File: config.mk
export PLATFORM = sky130hd
export DESIGN_NAME = encoder_detent_value_adjuster_unit_flat
export DESIGN_NICKNAME = d
export VERILOG_FILES = /design/src/edva_pkg.sv /design/src/edva_if.sv /design/src/edva_quad.sv /design/src/encoder_detent_value_adjuster_unit.sv /design/src/flat_wrapper.sv
export SDC_FILE = /design/constraint.sdc
export NUM_CORES = 1
export LEC_CHECK = 0
export BUFFER_PORTS_ARGS = -buffer_cell sky130_fd_sc_hd__buf_2
export CAP_MARGIN = 20
export CORE_UTILIZATION = 40
export CTS_BUF_LIST = sky130_fd_sc_hd__clkbuf_4
export DETAILED_ROUTE_END_ITERATION = 6
export PLACE_DENSITY = 0.63
export RECOVER_POWER = 100
export SLEW_MARGIN = 5
export SYNTH_ARGS = -nofsm -noshare
export SYNTH_HDL_FRONTEND = slang
export SYNTH_SLANG_ARGS = --single-unit
export TNS_END_PERCENT = 100
File: constraint.sdc
create_clock -name clk -period 25.6 [get_ports clk]
set_input_delay 5.12 -clock clk [delete_from_list [all_inputs] [get_ports clk]]
set_output_delay 5.12 -clock clk [all_outputs]
set_load 0.01 [all_outputs]
File: src/edva_pkg.sv
// types, codes and the step table shared by the encoder detent value adjuster
// no dependencies
package edva_pkg;

  typedef logic signed [1:0] detent_t;
  typedef logic signed [31:0] value_t;
  typedef logic [1:0] pins_t;
  typedef logic [19:0] step_t;

  localparam logic REQ_SAMPLE = 1'b0;
  localparam logic REQ_ADJUST = 1'b1;

  localparam detent_t DETENT_NONE = 2'sd0;
  localparam detent_t DETENT_CW   = 2'sd1;
  localparam detent_t DETENT_CCW  = -2'sd1;

  localparam value_t RANGE_1 = 32'sd10000;
  localparam value_t RANGE_2 = 32'sd100000;
  localparam value_t RANGE_3 = 32'sd1000000;

  // control from the top level to the quadrature decoder
  typedef struct packed {
    logic  step;    // an item leaves the input register this cycle
    logic  sample;  // that item is a pin sample
    pins_t pins;    // decoded pins, bit set when the pin is low, a in bit 1
  } quad_ctrl_t;

  // step for base range sel (1000 times 10^sel) at digit offset k (divide by 10^k)
  function automatic step_t step_amount(input logic [1:0] sel, input logic [1:0] k);
    logic [2:0] e;
    step_t r;
    e = 3'd3 + {1'b0, sel} - {1'b0, k};
    case (e)
      3'd0: r = 20'd1;
      3'd1: r = 20'd10;
      3'd2: r = 20'd100;
      3'd3: r = 20'd1000;
      3'd4: r = 20'd10000;
      3'd5: r = 20'd100000;
      3'd6: r = 20'd1000000;
      default: r = 20'd1;
    endcase
    return r;
  endfunction

endpackage

File: src/edva_if.sv
// valid/ready channels for requests and results of the detent value adjuster
// depends on edva_pkg
interface edva_req_if;
  import edva_pkg::*;
  logic   valid;
  logic   ready;
  logic   req_type;
  logic   pin_left;
  logic   pin_right;
  logic [2:0] digit_index;
  value_t value_in;
  value_t upper_limit;
  value_t lower_limit;

  modport source(output valid, req_type, pin_left, pin_right, digit_index, value_in,
                 upper_limit, lower_limit, input ready);
  modport sink(input valid, req_type, pin_left, pin_right, digit_index, value_in,
               upper_limit, lower_limit, output ready);
endinterface

interface edva_rsp_if;
  import edva_pkg::*;
  logic    valid;
  logic    ready;
  detent_t detent;
  value_t  value_out;

  modport source(output valid, detent, value_out, input ready);
  modport sink(input valid, detent, value_out, output ready);
endinterface

File: src/edva_quad.sv
// full-cycle quadrature state machine holding the pending detent
// depends on edva_pkg
module edva_quad
  import edva_pkg::*;
(
  input  logic       clk,
  input  logic       rst,
  input  quad_ctrl_t ctrl,
  output detent_t    pending,
  output detent_t    detent_next
);

  localparam logic [1:0] PH_IDLE  = 2'd0;
  localparam logic [1:0] PH_FIRST = 2'd1;
  localparam logic [1:0] PH_BOTH  = 2'd2;
  localparam logic [1:0] PH_LAST  = 2'd3;

  pins_t      prev_pins, prev_pins_next;
  logic [1:0] phase, phase_next;
  detent_t    direction, direction_next;

  always_comb begin
    prev_pins_next = prev_pins;
    phase_next     = phase;
    direction_next = direction;
    detent_next    = DETENT_NONE;
    if (ctrl.sample && ctrl.pins != prev_pins) begin
      prev_pins_next = ctrl.pins;
      unique case (phase)
        PH_IDLE: begin
          if (prev_pins == 2'b00 && ctrl.pins == 2'b10) begin
            direction_next = DETENT_CW;
            phase_next     = PH_FIRST;
          end else if (prev_pins == 2'b00 && ctrl.pins == 2'b01) begin
            direction_next = DETENT_CCW;
            phase_next     = PH_FIRST;
          end
        end
        PH_FIRST: begin
          if (ctrl.pins == 2'b11) begin
            phase_next = PH_BOTH;
          end else begin
            phase_next     = PH_IDLE;
            direction_next = DETENT_NONE;
          end
        end
        PH_BOTH: begin
          if ((direction == DETENT_CW && ctrl.pins == 2'b01) ||
              (direction == DETENT_CCW && ctrl.pins == 2'b10)) begin
            phase_next = PH_LAST;
          end else begin
            phase_next     = PH_IDLE;
            direction_next = DETENT_NONE;
          end
        end
        PH_LAST: begin
          if (ctrl.pins == 2'b00) begin
            detent_next = direction;
          end
          phase_next     = PH_IDLE;
          direction_next = DETENT_NONE;
        end
        default: begin
          phase_next = PH_IDLE;
        end
      endcase
    end
  end

  always_ff @(posedge clk) begin
    if (rst) begin
      prev_pins <= 2'b00;
      phase     <= PH_IDLE;
      direction <= DETENT_NONE;
      pending   <= DETENT_NONE;
    end else if (ctrl.step) begin
      prev_pins <= prev_pins_next;
      phase     <= phase_next;
      direction <= direction_next;
      // adjust items consume the detent, samples replace it
      pending   <= detent_next;
    end
  end

endmodule

File: src/encoder_detent_value_adjuster_unit.sv
// top level: input register, quadrature decoder, clamped value adjust, result register
// depends on edva_pkg, edva_if, edva_quad
// Items pass the input register, then the result register; one item is accepted every
// cycle unless result.ready stalls the output: the quadrature state and pending detent
// update as an item leaves the input register, so the next item already sees them. A
// sample item decodes the active-low pins and reports the detent it completed; an
// adjust item steps value_in by a power of ten chosen by digit_index and the range of
// value_in toward the pending detent, clamps it to the limits and reports a detent of
// 0. Between the registers: a step table lookup, a 34-bit add or subtract, compares.
module encoder_detent_value_adjuster_unit
  import edva_pkg::*;
(
  input logic clk,
  input logic rst,
  edva_req_if.sink   request,
  edva_rsp_if.source result
);

  logic       s1_valid;
  logic       s1_type;
  pins_t      s1_pins;
  logic [2:0] s1_digit;
  value_t     s1_value;
  value_t     s1_upper;
  value_t     s1_lower;
  logic       s1_move;

  logic    out_valid;
  detent_t out_detent;
  value_t  out_value;

  quad_ctrl_t qctrl;
  detent_t    pending;
  detent_t    detent_next;

  assign s1_move       = s1_valid && (!out_valid || result.ready);
  assign request.ready = !s1_valid || s1_move;

  always_ff @(posedge clk) begin
    if (rst) begin
      s1_valid <= 1'b0;
    end else if (request.ready) begin
      s1_valid <= request.valid;
    end
  end

  always_ff @(posedge clk) begin
    if (request.valid && request.ready) begin
      s1_type  <= request.req_type;
      s1_pins  <= {~request.pin_left, ~request.pin_right};
      s1_digit <= request.digit_index;
      s1_value <= request.value_in;
      s1_upper <= request.upper_limit;
      s1_lower <= request.lower_limit;
    end
  end

  assign qctrl.step   = s1_move;
  assign qctrl.sample = (s1_type == REQ_SAMPLE);
  assign qctrl.pins   = s1_pins;

  edva_quad u_quad (
    .clk         (clk),
    .rst         (rst),
    .ctrl        (qctrl),
    .pending     (pending),
    .detent_next (detent_next)
  );

  // adjust path
  logic [1:0]        base_sel;
  logic              digit_ok;
  logic [1:0]        digit_ofs;
  logic signed [33:0] step_w;
  logic signed [33:0] value_w;
  logic signed [33:0] upper_w;
  logic signed [33:0] lower_w;
  logic signed [33:0] moved_w;
  value_t            adjusted;

  always_comb begin
    if (s1_value < RANGE_1) begin
      base_sel = 2'd0;
    end else if (s1_value < RANGE_2) begin
      base_sel = 2'd1;
    end else if (s1_value < RANGE_3) begin
      base_sel = 2'd2;
    end else begin
      base_sel = 2'd3;
    end
    digit_ok  = (s1_digit >= 3'd1) && (s1_digit <= 3'd4);
    digit_ofs = 2'(s1_digit - 3'd1);
    step_w    = $signed({14'd0, step_amount(base_sel, digit_ofs)});
    value_w   = 34'(s1_value);
    upper_w   = 34'(s1_upper);
    lower_w   = 34'(s1_lower);
    moved_w   = value_w;
    if (digit_ok) begin
      if (s1_value < s1_upper && pending > 2'sd0) begin
        moved_w = value_w + step_w;
      end else if (s1_value > s1_lower && pending < 2'sd0) begin
        moved_w = value_w - step_w;
      end
    end
    if (moved_w > upper_w) begin
      adjusted = s1_upper;
    end else if (moved_w < lower_w) begin
      adjusted = s1_lower;
    end else begin
      adjusted = moved_w[31:0];
    end
  end

  always_ff @(posedge clk) begin
    if (rst) begin
      out_valid <= 1'b0;
    end else if (!out_valid || result.ready) begin
      out_valid <= s1_valid;
    end
  end

  always_ff @(posedge clk) begin
    if (s1_move) begin
      out_detent <= detent_next;
      out_value  <= (s1_type == REQ_ADJUST) ? adjusted : s1_value;
    end
  end

  assign result.valid     = out_valid;
  assign result.detent    = out_detent;
  assign result.value_out = out_value;

endmodule
File: src/flat_wrapper.sv
// flat-port wrapper written by rule: the top's interface ports become plain ports
module encoder_detent_value_adjuster_unit_flat import edva_pkg::*;
  (clk, rst, request_valid, request_req_type, request_pin_left, request_pin_right, request_digit_index, request_value_in, request_upper_limit, request_lower_limit, request_ready, result_valid, result_detent, result_value_out, result_ready);
  edva_req_if request_i ();
  edva_rsp_if result_i ();
  input logic clk;
  input logic rst;
  input wire logic [$bits(request_i.valid)-1:0] request_valid;
  input wire logic [$bits(request_i.req_type)-1:0] request_req_type;
  input wire logic [$bits(request_i.pin_left)-1:0] request_pin_left;
  input wire logic [$bits(request_i.pin_right)-1:0] request_pin_right;
  input wire logic [$bits(request_i.digit_index)-1:0] request_digit_index;
  input wire logic [$bits(request_i.value_in)-1:0] request_value_in;
  input wire logic [$bits(request_i.upper_limit)-1:0] request_upper_limit;
  input wire logic [$bits(request_i.lower_limit)-1:0] request_lower_limit;
  output wire logic [$bits(request_i.ready)-1:0] request_ready;
  output wire logic [$bits(result_i.valid)-1:0] result_valid;
  output wire logic [$bits(result_i.detent)-1:0] result_detent;
  output wire logic [$bits(result_i.value_out)-1:0] result_value_out;
  input wire logic [$bits(result_i.ready)-1:0] result_ready;
  assign request_i.valid = request_valid;
  assign request_i.req_type = request_req_type;
  assign request_i.pin_left = request_pin_left;
  assign request_i.pin_right = request_pin_right;
  assign request_i.digit_index = request_digit_index;
  assign request_i.value_in = request_value_in;
  assign request_i.upper_limit = request_upper_limit;
  assign request_i.lower_limit = request_lower_limit;
  assign request_ready = request_i.ready;
  assign result_valid = result_i.valid;
  assign result_detent = result_i.detent;
  assign result_value_out = result_i.value_out;
  assign result_i.ready = result_ready;
  encoder_detent_value_adjuster_unit u_core (.clk(clk), .rst(rst), .request(request_i), .result(result_i));
endmodule
Word-level counts from Yosys, hierarchy flattened
Cells that the tools add are included.
{"block": "totals", "reg_bits": 146, "word_cells": 95, "in_bits": 106, "output_inout_bits": 36}
{"block": "classes", "n_eq_ne": 18, "n_bitwise": 3, "add_sub_neg": 5, "reduce_logical": 21, "mux": 23, "magnitude_cmp": 11}
{"op": "$pmux W20 S6", "count": 1}
{"op": "$mux W34", "count": 3}
{"op": "$mux W32", "count": 3}
{"op": "$gt A34 B32 Y1", "count": 1}
{"op": "$lt A34 B32 Y1", "count": 1}
{"op": "$add A32 B21 Y33", "count": 1}
{"op": "$sub A32 B21 Y33", "count": 1}
{"op": "$gt A32 B32 Y1", "count": 1}
{"op": "$lt A32 B15 Y1 const B", "count": 1}
{"op": "$lt A32 B18 Y1 const B", "count": 1}
{"op": "$lt A32 B21 Y1 const B", "count": 1}
{"op": "$lt A32 B32 Y1", "count": 1}
{"op": "$mux W2", "count": 13}
{"op": "$pmux W2 S4", "count": 2}
{"op": "$eq A2 B2 Y1 const B", "count": 5}
{"op": "$logic_and A1 B1 Y1", "count": 10}
{"op": "$eq A3 B3 Y1 const B", "count": 3}
{"op": "$eq A2 B1 Y1 const B", "count": 3}
{"op": "$eq A3 B2 Y1 const B", "count": 2}
{"op": "$logic_not A2 Y1", "count": 3}
{"op": "$reduce_and A5 Y1", "count": 1}
{"op": "$ne A2 B2 Y1 const B", "count": 2}
{"op": "$add A2 B2 Y3 const A", "count": 1}
{"op": "$eq A3 B1 Y1 const B", "count": 1}
{"op": "other kinds (14)", "count": 19}

Depth between registers and ports, before layout
Gate-level depths: netlist of the first run.
{"block": "depth", "word_depth": 16, "depth_mapped": 44, "depth_no_buf": 40}

Modules after synthesis
From an unflattened synthesis of the first run, not the netlist that was laid out.
{"block": "unflattened", "hier_cells": 1236, "hier_area_um2": 11667.4}
{"module": "encoder_detent_value_adjuster_unit", "seq_area_each_um2": 4124.0, "cells_per_inst": 1182, "n_inst": 1, "area_per_inst_um2": 11180.7}
{"module": "edva_quad", "seq_area_each_um2": 160.2, "cells_per_inst": 54, "n_inst": 1, "area_per_inst_um2": 486.7}

Worst setup path before layout of the first run
OpenSTA, ideal clock, no wires.
{"block": "synth_path", "path_kind": "input to output", "startpoint": "input result_ready", "endpoint": "output request_ready", "arrival_ns": 5.417, "path_stages": 2, "required_ns": 20.480, "n_path_buf": 0, "path_slack_ns": 15.063, "cell_sequence": "nor2b_1 nand2_1"}
{"block": "synth_via", "elab_chain_cells": 3}
{"element": "start, declared", "line_no": "flat_wrapper.sv:20", "source": "input wire logic [$bits(result_i.ready)-1:0] result_ready;"}
{"element": "$logic_or A1 B1 Y1", "line_no": "encoder_detent_value_adjuster_unit.sv:36", "source": "assign s1_move = s1_valid && (!out_valid || result.ready);"}
{"element": "$logic_and A1 B1 Y1", "line_no": "encoder_detent_value_adjuster_unit.sv:36"}
{"element": "$logic_or A1 B1 Y1", "line_no": "encoder_detent_value_adjuster_unit.sv:37", "source": "assign request.ready = !s1_valid || s1_move;"}
{"element": "end, declared", "line_no": "flat_wrapper.sv:16", "source": "output wire logic [$bits(request_i.ready)-1:0] request_ready;"}
No other way between the ends.

Worst setup path in the final report of the first run
{"block": "layout_path", "startpoint": "register u_core.s1_value[25]", "endpoint": "register u_core.out_value[23] (netlist: u_core.result.value_out[23]) (data pin)"}
{"block": "layout_via", "elab_chain_cells": 16}
{"element": "start, declared", "line_no": "encoder_detent_value_adjuster_unit.sv:23", "source": "value_t s1_value;"}
{"element": "start signal, assigned", "line_no": "encoder_detent_value_adjuster_unit.sv:52", "source": "s1_value <= request.value_in;"}
{"element": "$lt A32 B21 Y1", "line_no": "encoder_detent_value_adjuster_unit.sv:86", "source": "end else if (s1_value < RANGE_3) begin"}
{"element": "$mux W1", "line_no": "encoder_detent_value_adjuster_unit.sv:86"}
{"element": "$mux W2", "line_no": "encoder_detent_value_adjuster_unit.sv:84", "source": "end else if (s1_value < RANGE_2) begin"}
{"element": "$mux W2", "line_no": "encoder_detent_value_adjuster_unit.sv:82", "source": "if (s1_value < RANGE_1) begin"}
{"element": "$add A2 B2 Y3", "line_no": "edva_pkg.sv:32", "source": "e = 3'd3 + {1'b0, sel} - {1'b0, k};"}
{"element": "$sub A3 B2 Y3", "line_no": "edva_pkg.sv:32"}
{"element": "$eq A3 B3 Y1 (tied with other cells)", "line_no": "edva_pkg.sv:33", "source": "case (e)"}
{"element": "$pmux W20 S6", "line_no": "edva_pkg.sv:33"}
{"element": "$sub A32 B21 Y33", "line_no": "encoder_detent_value_adjuster_unit.sv:102", "source": "moved_w = value_w - step_w;"}
{"element": "$mux W34", "line_no": "encoder_detent_value_adjuster_unit.sv:101", "source": "end else if (s1_value > s1_lower && pending < 2'sd0) begin"}
{"element": "$mux W34", "line_no": "encoder_detent_value_adjuster_unit.sv:99", "source": "if (s1_value < s1_upper && pending > 2'sd0) begin"}
{"element": "$mux W34 (*)", "line_no": "encoder_detent_value_adjuster_unit.sv:98", "source": "if (digit_ok) begin"}
{"element": "$lt A34 B32 Y1", "line_no": "encoder_detent_value_adjuster_unit.sv:107", "source": "end else if (moved_w < lower_w) begin"}
{"element": "$mux W32", "line_no": "encoder_detent_value_adjuster_unit.sv:107"}
{"element": "$mux W32 (*)", "line_no": "encoder_detent_value_adjuster_unit.sv:105", "source": "if (moved_w > upper_w) begin"}
{"element": "$mux W32 (*)", "line_no": "encoder_detent_value_adjuster_unit.sv:125", "source": "out_value <= (s1_type == REQ_ADJUST) ? adjusted : s1_value;"}
{"element": "end signal, assigned", "line_no": "encoder_detent_value_adjuster_unit.sv:125"}
{"element": "end, declared", "line_no": "encoder_detent_value_adjuster_unit.sv:30", "source": "value_t out_value;"}
Mark *: on every way between the ends. The rest lies on a longest branch, timed or not.
A chain may end at the register's enable or synchronous reset.

==> impl_results.md, run 1 <==
* Met2 usage at 37.1%
* Critical-path maximum fanout at 40
* Layout cells sized above 1 at 12.1%
* Setup WS post-layout at ~14 ns
* NumNets Final at 1629
* Post-Syn Area at 11700 um^2
* Slew HR at -106%
* Hold Path Stages at 2
* DRC viols at 0
* Endpoints failing hold at 0
* Final Slew Violations at 235
* H-Tree Depth at 4
* CP Data Required Time at 25.96 ns
* Synth cell types at 83
* Detailed Place HPWL at 28200 um
* Post-synth EDFFs at 136
* Average wire per cell in the routed design at 20.9 um
* Number of buffers created by CTS at 17
* FF+latch area at roughly 4300 um^2
* Core area at 28800 um^2
* Critical Path AT at between 10 and 15 ns
* Die width at 173 um
* Global-route wire length before repair at 56100 um
* Final period utilization at 45.0%
* CP startpoint kind: flip-flop
* GRT met3 Usage at 4.32%
* Endpoints failing setup at 0
* Area of the multi-input gates at 6790 um^2
* GPL Wtd Cong at 0.953
* CTS tree: done
* Synth-to-Final Area Change at 10.6%
* Most frequent cells in the layout: ha_1, edfxtp_1, inv_1
* Commonest non-fill, non-tap cell in the layout: ha_1
* Synth Instances at approximately 1200
* PwrDens at 50.1 nW/um^2
* LEAKAGE at 5.60 nW
* RSZ-0062 raised after global routing: false
* Final wirelength at 36600 um
* Fmax at about 87 MHz
* Port Buffers at roughly 140
* Number of global-route vias before repair at 10000
* Layout Cells excl Fill at 1751
* Register-to-Register Path Depth at 32
* Hold buffers post-CTS at 0
* Crit end category: flip-flop
* Critical path depth at 32
* Asr flop ratio synth at 0%
* Avg Vias per Cell at 5.88
* Die Area at 30000 um^2
* Num rows at 62
* Yosys reg bits at 146
* Clk_lat worst skew at 0.62 ns
* Setup bufs post-CTS at 0
* DRT iter0 DRCs at 874
* # clock sinks at between 100 and 150
* Cell family with most CP delay: simple AND/OR/NAND/NOR gates
* Drt pass-1 iters at 5
* Die Y at 173 um
* Clk buf depth at 2
* Main synth FF type: edfxtp_1
* Min-delay worst type: flip-flop to flip-flop
* Max-cap violations at 5
* Part of the Yosys area used for sequential elements at 36.5%
* Initial Util at 40.7%
* CTS root buffer: clkbuf_4
* Status: complete, but fails checks
* Failing checks: max-capacitance violations, max-slew violations
* Critical path's slowest cell: o311a_1
* Critical path buffers and inverters at 0
* Largest net degree at the start of global routing at 57
* Via count at between 10000 and 15000
* Fill count at about 2800
* Crit Path Class: flip-flop to flip-flop
* Grt ovf at 0
* Final Skew at roughly 0.037 ns
* Pre-CTS setup slack at 14.84 ns
* Worst slew pin tran at 3.09 ns
* Ys Warns at 0
* Met1 Resource Use GR at 34.4%
* Post-Syn Nets at 1496
* Post-route ant nets at 0
* Minimum clock period at 11.52 ns
* Placed cell count at 1718
* Setup TNS at 0 ns
* Busiest grt layer: met2
* Slowest stage delay, CP at 1.64 ns
* GRT Total Usage at 24.2%
* PostCTS Resize Cnt at 0
* Clock slew at reported path FFs at 0.14 ns
* Syn Area/Cell at roughly 9.6 um^2
* Peak VDD IR at ~32 uV
* Ports at 142
* Initial antenna violation count at 1
[through the flow]
stage / power (W) / util (%) / hold WS [ns] / instance area, um^2
after floorplan: 0.000448 / - / 0.462 / 11700
after global placement: 0.000511 / 44.5 / 0.480 / 12800
after detailed placement: 0.000513 / 44.5 / 0.492 / 12800
after CTS: 0.000651 / 45.4 / 0.529 / 13100
after global routing: 0.000686 / 45.1 / 0.556 / 13000
final: 0.000649 / 45.1 / 0.518 / 13000
[layout make-up]
class,instances,share of cell area (%)
Antenna cell,1,0.0193
Clock buffer,17,0.984
Clock inverter,15,0.839
Inverter,122,3.53
Multi-Input combinational cell,915,52.3
Sequential cell,146,33.0
Tap cell,384,3.70
Timing Repair Buffer,151,5.57
[tightest hold or removal path, stage by stage (launching register included)]
cell and delay, ns:
dfxtp_1 0.35, nor2_1 0.11, nor2_1 0.04
[power by group]
| part | switching, W | total (W) | internal [W] |
|---|---|---|---|
| sequential | 0.0000144 | 0.000294 | 0.000279 |
| combinational | 0.000136 | 0.000219 | 0.0000835 |
| clock | 0.0000972 | 0.000136 | 0.0000392 |
[final timing paths]
| path | startpoint | endpoint | slack (ns) |
|---|---|---|---|
| min | u_core.s1_valid | u_core.result.valid | 0.52 |
| max reg2reg | u_core.s1_value[25] | u_core.result.value_out[23] | 14.08 |
| min reg2reg | u_core.s1_valid | u_core.result.valid | 0.52 |
| max | u_core.s1_value[25] | u_core.result.value_out[23] | 14.08 |
[Yosys cell counts (all sizes together), types with 5 or more instances]
cell type / n / area [um^2]
nor2b: 13 / 81.3
nand2: 63 / 239
or3: 10 / 62.6
xor2: 9 / 78.8
a21oi: 108 / 548
o211ai: 15 / 113
o221ai: 21 / 184
buf: 10 / 77.6
a221oi: 8 / 76.3
a211o: 10 / 87.6
nor2: 101 / 382
a221o: 16 / 160
a22oi: 9 / 67.6
a2111oi: 8 / 103
a31oi: 5 / 31.3
and3: 15 / 93.8
nor4: 11 / 75.1
nand4: 24 / 156
o31ai: 13 / 108
o21a: 10 / 75.1
edfxtp: 136 / 4080
nand3: 40 / 200
ha: 167 / 2090
a211oi: 8 / 60.1
nor3: 25 / 130
mux2i: 22 / 220
nand2b: 18 / 113
o22ai: 10 / 62.6
dfxtp: 10 / 200
a21o: 21 / 158
xnor2: 16 / 155
inv: 122 / 458
and2: 5 / 31.3
o21bai: 8 / 63.8
o21ai: 47 / 243
clkbuf: 27 / 101
[per-layer routing]
layer  part of all wire [%]  vias up
met4                    2.3        0
met1                     46     4935
met3                    7.8       53
met2                     44      429
met5                      0        -
li1                       -     4877
[flip-flops by register name, indices dropped and copies added, names as in the netlist]
register	count
u_core.result.value_out	32
u_core.s1_lower	32
u_core.s1_upper	32
u_core.s1_value	32
u_core.s1_digit	3
u_core.result.detent	2
u_core.s1_pins	2
u_core.u_quad.direction	2
u_core.u_quad.pending	2
u_core.u_quad.phase	2
u_core.u_quad.prev_pins	2
u_core.result.valid	1
u_core.s1_type	1
u_core.s1_valid	1
[logic make-up (layout without fill, tap and decap cells)]
kind of cell | after synthesis | count (layout) | share of synthesized area [%]
and+or+nand+nor | 351 | 351 | 15.1
DFF | 146 | 146 | 36.5
AOI/OAI and AO/OA | 347 | 347 | 20.8
muxes | 22 | 22 | 1.88
other | 0 | 1 | 0
xor gates and xnor gates | 25 | 25 | 2.00
adders and majority gates | 170 | 170 | 18.3
buffers and inverters | 159 | 305 | 5.43
(Power assumes the default switching activity.)
==> run 2: changes to the inputs <==
==> constraint.sdc (replaced) <==
create_clock -name clk -period 10.7 [get_ports clk]
set_input_delay 2.14 -clock clk [delete_from_list [all_inputs] [get_ports clk]]
set_output_delay 2.14 -clock clk [all_outputs]
set_load 0.01 [all_outputs]
==> run 2 against run 1 <==
The flow still finishes with violations (max-capacitance violations, max-slew violations); global-route usage grew 1.0 points; final cell count grew 0.11%; via count grew 2.4%; final area grew 0.23%.
==> impl_results.md, run 2 (synthesis gave the netlist of run 1 again) <==
* Slowest stage delay, CP at 0.77 ns (-0.87 ns)
* Num rows at 62 (unchanged)
* Critical hold path startpoint: u_core.u_quad.pending[0]
* Failing checks: max-capacitance violations, max-slew violations
* Peak VDD IR at 102 uV (+220%)
* H-Tree Depth at 4 (unchanged)
* Critical-path maximum fanout at 10 (-75%)
* Final Skew at 0.0320 ns (-0.00533 ns)
* Fmax at 100 MHz (+16%)
* Final instance area at 13000 um^2 (+0.23%)
* Final period utilization at 93.2% (+48 points)
* Tot Pwr at 0.00157 W (+140%)
* Sw frac at 36.2% (-1.9 points)
* GRT Total Usage at 25.3% (+1.0 points)
* RSZ-0062 raised after global routing: false
* DRC viols at 0 (unchanged)
* PwrDens at 121 nW/um^2 (+140%)
* Final wirelength at 37700 um (+3.1%)
* Minimum clock period at 9.97 ns (-1.55 ns)
* Endpoints failing setup at 0 (unchanged)
* LEAKAGE at 5.61 nW (+0.22%)
* CP startpoint kind: flip-flop
* Ports at 142 (unchanged)
* Clk_lat worst skew at 0.63 ns (about the same)
* Setup TNS at 0 ns (unchanged)
* Clock power share at 22.0% (+1.0 points)
* Die width at 173 um (unchanged)
* Critical Path AT at 10.47 ns (-1.41 ns)
* Critical Path Sink: u_core.result.value_out[23]
* DRT iter0 DRCs at 1083 (+24%)
* Endpoints failing hold at 0 (unchanged)
* Initial antenna violation count at 1 (unchanged)
* Largest net degree at the start of global routing at 54 (-5.3%)
* Placed cell count at 1721 (+0.17%)
* Min-delay worst type: flip-flop to flip-flop
* Layout cells sized above 1 at 12.0% (-0.091 points)
* # clock sinks at 146 (unchanged)
* Critical path's slowest cell: nor2_1
* Die Y at 173 um (unchanged)
* Clk buf depth at 2 (unchanged)
* Post-route ant nets at 0 (unchanged)
* Layout Cells excl Fill at 1753 (+0.11%)
* PostCTS Resize Cnt at 0 (unchanged)
* Worst r2r dst: u_core.result.value_out[23]
* Drt pass-1 iters at 6 (+1)
* Most frequent cells in the layout: ha_1, edfxtp_1, inv_1
* Hold buffers post-CTS at 0 (unchanged)
* Seq pwr share at 44.8% (-0.4 points)
* P_sw at 0.000568 W (+130%)
* Detailed Place HPWL at 29300 um (+4.1%)
* Number of global-route vias before repair at 9982 (-0.21%)
* Initial Util at 40.7% (unchanged)
* Status: complete, but fails checks
* Global-route wire length before repair at 57700 um (+2.9%)
* GPL Wtd Cong at 0.955 (+0.20%)
* Synth-to-Final Area Change at 10.9%
* Hold_ws at 0.515 ns (-0.00259 ns)
* Crit path from: u_core.s1_value[25]
* Register-to-Register Path Depth at 32 (unchanged)
* Crit Path Class: flip-flop to flip-flop
* CTS tree: done
* Die Area at 30000 um^2 (unchanged)
* Gate power share at 33.3% (-0.5 points)
* Port Buffers at 141 (unchanged)
* Crit end category: flip-flop
* Launching point of the worst reg2reg path: u_core.s1_value[25]
* Max-cap violations at 3 (-2)
* Final Slew Violations at 156 (-34%)
* CTS root buffer: clkbuf_4
* Avg Vias per Cell at 6.01 (+2.2%)
* Fill count at 2724 (-1.6%)
* Commonest non-fill, non-tap cell in the layout: ha_1
* Hold Path Stages at 2 (unchanged)
* Pint at 0.00100 W (+150%)
* Slew HR at -112% (-5.9 points)
* Worst slew pin tran at 3.18 ns (+0.0885 ns)
* Number of buffers created by CTS at 17 (unchanged)
* Via count at 10500 (+2.4%)
* Core area at 28800 um^2 (unchanged)
* Setup bufs post-CTS at 0 (unchanged)
* NumNets Final at 1632 (+0.18%)
* Clock slew at reported path FFs at 0.13 ns (about the same)
* Placed cell areas at 12800 um^2 (+0.18%)
* CP Data Required Time at 11.20 ns (-14.76 ns)
* Average wire per cell in the routed design at 21.5 um (+3.0%)
* Reg2Reg Setup Slack at 0.73 ns (-13.35 ns)
* Grt ovf at 0 (unchanged)
[run 2: routing by layer]
metal  GRT usage (%)  vias to the layer above  routed length [um]
met4            10.9                        0                1270
met2            38.1                      527               16400
met3            3.82                       74                2980
met5               0                        -                   0
li1                -                     4882                   -
met1            35.9                     5053               17100
[run 2: power groups by stage]
stage	Sequential [W]	Combinational, W	Clock [W]
floorplan	0.000704	0.000368	0
global placement	0.000712	0.000515	0
detailed placement	0.000712	0.000513	0
CTS	0.000699	0.000519	0.000358
global route	0.000706	0.000573	0.000371
finish	0.000702	0.000522	0.000345
[run 2: final cells by class]
class                      count  area [um^2]  share of cell area, %
antenna                        1         2.50                 0.0192
clock buffer                  18          135                   1.04
clock inverter                13          121                  0.933
inverter                     122          458                   3.52
multi-input combinational    915         6780                   52.1
sequential                   146         4280                   32.9
tap                          384          480                   3.70
timing repair buffer         154          742                   5.71
[run 2: through the flow]
| stage | setup slack, ns | utilization [%] |
|---|---|---|
| 5_1_grt | 0.288 | 45.2 |
| 6_report | 0.726 | 45.2 |
| 3_3_place_gp | 1.40 | 44.6 |
| 2_1_floorplan | 2.61 | - |
| 4_1_cts | 1.21 | 45.5 |
| 3_5_place_dp | 1.24 | 44.6 |
[run 2: worst min-delay path by stage]
stage,endpoint
2_1_floorplan,u_core.u_quad.pending[0]
3_5_place_dp,u_core.u_quad.pending[0]
5_1_grt,u_core.u_quad.prev_pins[1]
6_report,u_core.u_quad.pending[0]
4_1_cts,u_core.u_quad.pending[0]
3_3_place_gp,u_core.u_quad.pending[0]
[run 2: worst max-delay path: cells and delay by family, from the launching register on]
kind	cells	cell delay [ns]
buffers and inverters	1	0.10
adders and majority gates	4	1.60
AOI/OAI and AO/OA	13	3.23
xor gates and xnor gates	1	0.35
and+or+nand+nor	13	3.98
DFF	1	0.57
